**src/rtl/pstd_pkg.sv**
```systemverilog
package pstd_pkg;

    localparam int FREQ_WIDTH_DEF = 16;

    localparam int FIELD_W  = 16;
    localparam int STEP_W   = 10;
    localparam int RATIO_W  = 20;
    localparam int CMP_W    = 8;
    localparam int CIDX_W   = 3;
    localparam int OUT_W    = 2 * FIELD_W + CMP_W;

    localparam logic [FIELD_W-1:0] FREQ_MIN_RST   = 16'd230;
    localparam logic [FIELD_W-1:0] FREQ_MAX_RST   = 16'd1400;
    localparam logic [STEP_W-1:0]  BIG_STEP_RST   = 10'd30;
    localparam logic [STEP_W-1:0]  MID_STEP_RST   = 10'd10;
    localparam logic [RATIO_W-1:0] TONE_RATIO_RST = 20'd31250;

    localparam logic [CMP_W-1:0]   CMP_MIN = 8'd1;
    localparam logic [CMP_W-1:0]   CMP_MAX = 8'd255;

    typedef enum logic [CIDX_W-1:0] {
        REG_FREQ_MIN   = 3'd0,
        REG_FREQ_MAX   = 3'd1,
        REG_BIG_STEP   = 3'd2,
        REG_MID_STEP   = 3'd3,
        REG_TONE_RATIO = 3'd4
    } cfg_index_t;

    typedef enum logic [4:0] {
        ST_IDLE  = 5'b00001,
        ST_SLEW  = 5'b00010,
        ST_CLAMP = 5'b00100,
        ST_DIV   = 5'b01000,
        ST_DONE  = 5'b10000
    } state_t;

endpackage

```
**src/rtl/pitch_slew_tone_divider.sv**
```systemverilog
// Channel   Direction  Handshake             Payload
// s_        in         s_tvalid / s_tready   target_freq
// m_        out        m_tvalid / m_tready   current_freq, applied_freq, compare_value
// cfg_      in         cfg_valid / cfg_ready register index and write data
//
// Each item passes through the states in order: accept (IDLE), one slew step (SLEW), one clamp
// (CLAMP), the restoring divider (DIV, one quotient bit of tone_ratio per cycle), and the
// output load (DONE); the next item is accepted only after DONE returns to IDLE.
// The output register holds a result until it is taken; the next item is accepted meanwhile.
// A stalled output holds the divider result in the final state until the register frees.
// Reset is synchronous and active low; it restores the register defaults and a zero frequency.
module pitch_slew_tone_divider #(
    parameter int FREQ_WIDTH = pstd_pkg::FREQ_WIDTH_DEF
) (
    input  logic                          aclk,
    input  logic                          aresetn,
    input  logic                          s_tvalid,
    output logic                          s_tready,
    // [15:0] target_freq
    input  logic [pstd_pkg::FIELD_W-1:0]  s_tdata,
    output logic                          m_tvalid,
    input  logic                          m_tready,
    // [15:0] current_freq, [31:16] applied_freq, [39:32] compare_value
    output logic [pstd_pkg::OUT_W-1:0]    m_tdata,
    input  logic                          cfg_valid,
    output logic                          cfg_ready,
    input  logic [pstd_pkg::CIDX_W-1:0]   cfg_index,
    input  logic [pstd_pkg::RATIO_W-1:0]  cfg_data
);

    localparam int W    = FREQ_WIDTH;
    localparam int FW   = pstd_pkg::FIELD_W;
    localparam int SW   = pstd_pkg::STEP_W;
    localparam int RW   = pstd_pkg::RATIO_W;
    localparam int CMPW = pstd_pkg::CMP_W;
    localparam int DW   = W + SW + 1;
    localparam int CW   = (W > FW) ? W : FW;
    localparam int CNTW = $clog2(RW);

    pstd_pkg::state_t state_reg, state_next;

    logic [FW-1:0]   freq_min_reg, freq_max_reg;
    logic [SW-1:0]   big_step_reg, mid_step_reg;
    logic [RW-1:0]   tone_ratio_reg;

    logic [W-1:0]    target_reg, target_next;
    logic [W-1:0]    slew_reg, slew_next;
    logic [FW-1:0]   applied_reg, applied_next;
    logic [FW-1:0]   rem_reg, rem_next;
    logic [RW-1:0]   quot_reg, quot_next;
    logic [CNTW-1:0] cnt_reg, cnt_next;

    logic                 m_valid_reg, m_valid_next;
    logic [FW-1:0]        out_cur_reg, out_cur_next;
    logic [FW-1:0]        out_app_reg, out_app_next;
    logic [CMPW-1:0]      out_cmp_reg, out_cmp_next;

    logic                 in_fire, out_free;
    logic [W-1:0]         diff;
    logic signed [DW-1:0] d_ext, big_ext, mid_ext;
    logic [DW-1:0]        step_ext;
    logic                 step_up;
    logic [CW-1:0]        clamp_lo, clamp_hi;
    logic [FW:0]          partial;
    logic [FW+1:0]        trial;
    logic [CMPW-1:0]      cmp_val;

    assign s_tready  = (state_reg == pstd_pkg::ST_IDLE);
    assign cfg_ready = 1'b1;
    assign in_fire   = s_tvalid && s_tready;
    assign out_free  = !m_valid_reg || m_tready;
    assign m_tvalid  = m_valid_reg;
    assign m_tdata   = {out_cmp_reg, out_app_reg, out_cur_reg};

    // Slew decision on the two's-complement difference.
    assign diff    = target_reg - slew_reg;
    assign d_ext   = $signed({{(SW + 1){diff[W-1]}}, diff});
    assign big_ext = $signed({{(DW - SW){1'b0}}, big_step_reg});
    assign mid_ext = $signed({{(DW - SW){1'b0}}, mid_step_reg});

    always_comb begin
        step_up  = 1'b1;
        step_ext = '0;
        if (d_ext > big_ext) begin
            step_ext = DW'(big_step_reg);
        end else if (d_ext > mid_ext) begin
            step_ext = DW'(mid_step_reg);
        end else if (d_ext > $signed(DW'(0))) begin
            step_ext = DW'(1);
        end else if (d_ext < -big_ext) begin
            step_up  = 1'b0;
            step_ext = DW'(big_step_reg);
        end else if (d_ext < -mid_ext) begin
            step_up  = 1'b0;
            step_ext = DW'(mid_step_reg);
        end else if (d_ext < $signed(DW'(0))) begin
            step_up  = 1'b0;
            step_ext = DW'(1);
        end
    end

    // Raise to the minimum first, then lower to the maximum.
    always_comb begin
        clamp_lo = (CW'(slew_reg) < CW'(freq_min_reg)) ? CW'(freq_min_reg) : CW'(slew_reg);
        clamp_hi = (clamp_lo > CW'(freq_max_reg)) ? CW'(freq_max_reg) : clamp_lo;
    end

    // One restoring divider step per cycle.
    assign partial = {rem_reg, quot_reg[RW-1]};
    assign trial   = {1'b0, partial} - {2'b00, applied_reg};

    always_comb begin
        if (quot_reg <= RW'(2)) begin
            cmp_val = pstd_pkg::CMP_MIN;
        end else if (quot_reg > RW'(256)) begin
            cmp_val = pstd_pkg::CMP_MAX;
        end else begin
            cmp_val = CMPW'(quot_reg - RW'(1));
        end
    end

    always_comb begin
        state_next   = state_reg;
        target_next  = target_reg;
        slew_next    = slew_reg;
        applied_next = applied_reg;
        rem_next     = rem_reg;
        quot_next    = quot_reg;
        cnt_next     = cnt_reg;
        m_valid_next = m_valid_reg && !m_tready;
        out_cur_next = out_cur_reg;
        out_app_next = out_app_reg;
        out_cmp_next = out_cmp_reg;
        case (state_reg)
            pstd_pkg::ST_IDLE: begin
                if (in_fire) begin
                    target_next = W'(s_tdata);
                    state_next  = pstd_pkg::ST_SLEW;
                end
            end
            pstd_pkg::ST_SLEW: begin
                slew_next  = step_up ? (slew_reg + step_ext[W-1:0])
                                     : (slew_reg - step_ext[W-1:0]);
                state_next = pstd_pkg::ST_CLAMP;
            end
            pstd_pkg::ST_CLAMP: begin
                applied_next = clamp_hi[FW-1:0];
                rem_next     = '0;
                quot_next    = tone_ratio_reg;
                cnt_next     = CNTW'(RW - 1);
                state_next   = pstd_pkg::ST_DIV;
            end
            pstd_pkg::ST_DIV: begin
                rem_next  = trial[FW+1] ? partial[FW-1:0] : trial[FW-1:0];
                quot_next = {quot_reg[RW-2:0], ~trial[FW+1]};
                cnt_next  = cnt_reg - CNTW'(1);
                if (cnt_reg == '0) begin
                    state_next = pstd_pkg::ST_DONE;
                end
            end
            pstd_pkg::ST_DONE: begin
                if (out_free) begin
                    m_valid_next = 1'b1;
                    out_cur_next = FW'(slew_reg);
                    out_app_next = applied_reg;
                    out_cmp_next = cmp_val;
                    state_next   = pstd_pkg::ST_IDLE;
                end
            end
            default: begin
                state_next = pstd_pkg::ST_IDLE;
            end
        endcase
    end

    always_ff @(posedge aclk) begin
        if (!aresetn) begin
            state_reg      <= pstd_pkg::ST_IDLE;
            m_valid_reg    <= 1'b0;
            slew_reg       <= '0;
            freq_min_reg   <= pstd_pkg::FREQ_MIN_RST;
            freq_max_reg   <= pstd_pkg::FREQ_MAX_RST;
            big_step_reg   <= pstd_pkg::BIG_STEP_RST;
            mid_step_reg   <= pstd_pkg::MID_STEP_RST;
            tone_ratio_reg <= pstd_pkg::TONE_RATIO_RST;
        end else begin
            state_reg   <= state_next;
            m_valid_reg <= m_valid_next;
            slew_reg    <= slew_next;
            if (cfg_valid && cfg_ready) begin
                case (cfg_index)
                    pstd_pkg::REG_FREQ_MIN:   freq_min_reg   <= cfg_data[FW-1:0];
                    pstd_pkg::REG_FREQ_MAX:   freq_max_reg   <= cfg_data[FW-1:0];
                    pstd_pkg::REG_BIG_STEP:   big_step_reg   <= cfg_data[SW-1:0];
                    pstd_pkg::REG_MID_STEP:   mid_step_reg   <= cfg_data[SW-1:0];
                    pstd_pkg::REG_TONE_RATIO: tone_ratio_reg <= cfg_data;
                    default: begin
                    end
                endcase
            end
        end
    end

    always_ff @(posedge aclk) begin
        target_reg  <= target_next;
        applied_reg <= applied_next;
        rem_reg     <= rem_next;
        quot_reg    <= quot_next;
        cnt_reg     <= cnt_next;
        out_cur_reg <= out_cur_next;
        out_app_reg <= out_app_next;
        out_cmp_reg <= out_cmp_next;
    end

endmodule

```
**config.mk**
```make
export PLATFORM = sky130hd
export DESIGN_NAME = pitch_slew_tone_divider
export DESIGN_NICKNAME = d
export VERILOG_FILES = /design/src/rtl/pstd_pkg.sv /design/src/rtl/pitch_slew_tone_divider.sv
export SDC_FILE = /design/constraint.sdc
export NUM_CORES = 1
export LEC_CHECK = 0
export ABC_AREA = 0
export BUFFER_PORTS_ARGS = -buffer_cell sky130_fd_sc_hd__buf_4
export CELL_PAD_IN_SITES_DETAIL_PLACEMENT = 2
export CELL_PAD_IN_SITES_GLOBAL_PLACEMENT = 2
export CORE_ASPECT_RATIO = 1.25
export CORE_MARGIN = 2
export CORE_UTILIZATION = 39
export DETAILED_ROUTE_END_ITERATION = 8
export PLACE_DENSITY_LB_ADDON = 0.08
export SLEW_MARGIN = 20
export SYNTH_ARGS = -nofsm -noshare
export SYNTH_HDL_FRONTEND = slang
export SYNTH_SLANG_ARGS = --single-unit
export TNS_END_PERCENT = 1
```
**constraint.sdc**
```tcl
create_clock -name aclk -period 9.88 [get_ports aclk]
set_input_delay 0.494 -clock aclk [delete_from_list [all_inputs] [get_ports aclk]]
set_output_delay 0.494 -clock aclk [all_outputs]
set_load 0.005 [all_outputs]
```
==> summary.txt <==
Status
  – Outcome: completed

Synthesis
  – Post-Synth Adder-Cell Area: 13.54%
  – Post-synthesis xor/xnor area fraction: 4.131%
  – Net Count, Synth: 1713
  – Mapped Cells: 1524
  – Synth async-reset ratio: 0%
  – Post-synthesis cell type count: 81
  – Largest family of logic cells by synthesized area: compound AO/OA/AOI/OAI gates
  – Synth Cell Area: 0.01357 sq mm
  – EDFF count, synth: 113
  – Predominant post-synthesis flop cell: edfxtp_1
  – Simple-Gate Fraction of Synth Area: 17.69%
  – Synth Area in Compound Gates: 17.97%
  – Multiplexer area fraction after synthesis: 2.960%
  – Seq/Total Area, Yosys: 38.88%
  – #FFs+latches synth: 207
  – Syn Area/Cell: 8.903 sq um
  – YS warnings: 0

Drt
  – DR DRC count: 0
  – First DRT Iteration DRCs: 486
  – Average wire per standard cell: 23.92 microns
  – Post-Route WL: 49.93 mm
  – Vias per cell: 5.767
  – Final antenna-violating net count: 0
  – Pre-Repair DR Iteration Count: 5
  – Vias: 12036

Clock tree
  – Worst-Skew Late Latency: 0.55 ns
  – Total CTS buffers: 25
  – CTS tree: built
  – CTS sink cnt: 207
  – Reg clk slew, reported paths: 0.06 ns
  – Clk buf depth: 3
  – CTS H-tree lvls: 1
  – # Post-CTS Setup Buffers: 0
  – CTS Root Cell: clkbuf_16

Timing
  – Period utilisation layout: 90.98%
  – Final slew viol count: 0
  – Final Critical Period: 8.989 ns
  – Setup slack after layout: 0.8914 ns
  – Unrepaired setup endpoints after global routing: false
  – Clock skew: 0.02660 ns
  – Final setup fails: 0
  – Max-slew headroom: 22.63%
  – F_max: 111.3 MHz
  – Slew @ Worst Pin: 1.160 ns
  – Setup TNS Final: 0 ns
  – Hold Vio Cnt, Final: 0

Finish
  – Finished layout cell area: 0.01563 sq mm
  – Proportion of layout cells with a drive suffix above 1: 12.97%
  – Filler cell count: 3832
  – Final #Nets: 1789
  – Post-route insts no fill: 2087
  – Fin util: 45.41%
  – P&R area growth vs syn: 15.21%
  – Ant. Diodes: 0

Worst setup path
  – CP Class: reg2reg
  – Slowest CP cell: dfxtp_1
  – WP data required: 10.33 ns
  – Worst-path maximum fanout: 15
  – Worst Path Arrival: 9.44 ns
  – Largest stage delay, worst path: 0.54 ns
  – CP dominant cell by count: a21oi_1
  – Worst setup EP type: flip-flop
  – Critical path startpoint category: flip-flop
  – R2R Setup Slk: 0.89 ns

Floorplan
  – DIE AREA: 0.03631 sq mm
  – Initial Utilization: 39.42%
  – Die Span Y: 212.5 microns
  – I/O pins: 87
  – Die width: 170.8 microns
  – Core footprint: 0.03442 sq mm
  – Num rows: 76

Power and ir drop
  – Pleak: 6.300 nW
  – PwrDens: 213.2 mW/mm^2
  – Peak supply drop: 0.1417 mV

Global routing
  – Vias in the first global route: 13258
  – Grt total ovfl: 0
  – Largest net degree at the start of global routing: 43
  – Initial antenna violation count: 0
  – First-pass GRT wire length: 77.20 mm
  – Overall routing resource usage: 27.91%

Place
  – Placed Instances: 2041
  – Final GP Congestion: 0.9054
  – Post-DP Area: 0.01476 sq mm
  – IO Port Bufs: 85
  – Dpl ws: 0.6121 ns
  – Dpl hpwl: 38.15 mm

Job
  – Max_cap viols: 0

Worst hold path
  – HP Class: in2reg
## critical path: cells and delay by family, from the launching register on
family	cells	cell delay [ns]
compound gates	21	4.45
fa+ha+maj	4	1.56
simple gates	9	1.23
buf+inv	3	0.63
flops	1	0.54
mux	1	0.32
xor+xnor	1	0.15
## per-layer routing
layer | track usage, % | wire length (microns)
met1 | 32.06 | 20330
met2 | 51.53 | 25830
met3 | 3.797 | 1705
met4 | 11.81 | 2059
met5 | 0 | 0
## synthesized netlist by cell type, types with 3 or more instances
master / n / area share, %
or2_2: 8 / 0.37
o21a_1: 8 / 0.44
o22ai_1: 4 / 0.18
mux2i_1: 21 / 1.5
fa_1: 3 / 0.44
a211o_1: 4 / 0.26
nand2b_1: 18 / 0.83
nand3b_1: 4 / 0.22
a31oi_1: 9 / 0.41
xor2_1: 20 / 1.3
o21ai_0: 49 / 1.8
nor2b_1: 14 / 0.65
and3_1: 10 / 0.46
nand2_1: 254 / 7.0
clkbuf_1: 53 / 1.5
a31o_2: 3 / 0.19
nand3_1: 49 / 1.8
and2_1: 6 / 0.28
xnor2_1: 44 / 2.8
nor4_1: 10 / 0.46
o31ai_1: 18 / 1.0
a22oi_1: 10 / 0.55
o221a_2: 16 / 1.3
ha_1: 142 / 13
nor3_1: 45 / 1.7
nand4_1: 14 / 0.65
nor2_1: 77 / 2.1
edfxtp_1: 113 / 25
inv_1: 113 / 3.1
mux2_2: 17 / 1.4
o211ai_1: 26 / 1.4
o31a_1: 3 / 0.19
a21boi_1: 3 / 0.17
a21boi_0: 10 / 0.55
o21bai_1: 3 / 0.17
o21ai_1: 4 / 0.15
dfxtp_1: 94 / 14
a21oi_1: 131 / 4.8
or4_1: 3 / 0.17
a41oi_1: 4 / 0.26
or3_1: 3 / 0.14
a21o_1: 31 / 1.7
a211oi_1: 9 / 0.50
## repair_timing
item,in CTS,in global routing
hold buffers,0,0
endpoints found under the setup margin,0,3
resized for setup,0,4
## layout by cell type (no fill, tap or decap), drive strengths merged, types with 17 or more instances in the layout
master  Yosys  layout
a21oi     132     132
xor2       20      20
nand2b     18      18
edfxtp    113     113
xnor2      44      44
ha        142     142
nor3       45      45
nand3      49      49
clkbuf     53      36
nand2     254     254
inv       113     115
mux2i      21      21
mux2       17      17
dfxtp      94      94
buf         5     107
o31ai      19      19
o211ai     26      26
nor2       79      79
o21ai      54      54
a21o       31      31
## path summary, 6_finish.rpt
kind,startpoint,endpoint,depth (start not counted)
hold / removal,s_tdata[1],target_reg[1],1
hold reg to reg,tone_ratio_reg[0],tone_ratio_reg[0],2
setup / recovery,slew_reg[1],slew_reg[14],39
setup reg to reg,slew_reg[1],slew_reg[14],39
## through the flow
step	total power [mW]	hold slack, ns
finish	3.333	0.1154
CTS	3.354	0.08490
floorplan	1.900	0.4264
global route	3.531	0.09356
detailed placement	2.374	0.4489
global placement	2.320	0.4429
## cells by family after synthesis
| kind of cell | after synthesis |
|---|---|
| AND/OR/NAND/NOR | 528 |
| adder cells (fa/ha/maj) | 145 |
| AO/OA/AOI/OAI | 369 |
| XOR/XNOR | 64 |
| flip-flops | 207 |
| buffers and inverters | 172 |
| multiplexers | 38 |
| other | 1 |
## where the power goes
group          total (mW)  switching [mW]  internal, mW
sequential           1.01          0.0409         0.968
clock               0.961           0.390         0.571
combinational        1.36           0.859         0.505
## final cells by class
class,instances,area (sq um),share of cell area [%]
Clock inverter,10,105.1,0.6724
Multi-Input combinational cell,1145,7696,49.24
Inverter,114,427.9,2.738
Timing Repair Buffer,107,803.3,5.139
Clock buffer,36,738.2,4.723
Sequential cell,207,5275,33.75
Tap cell,468,585.6,3.746
(Power assumes the default switching activity.)
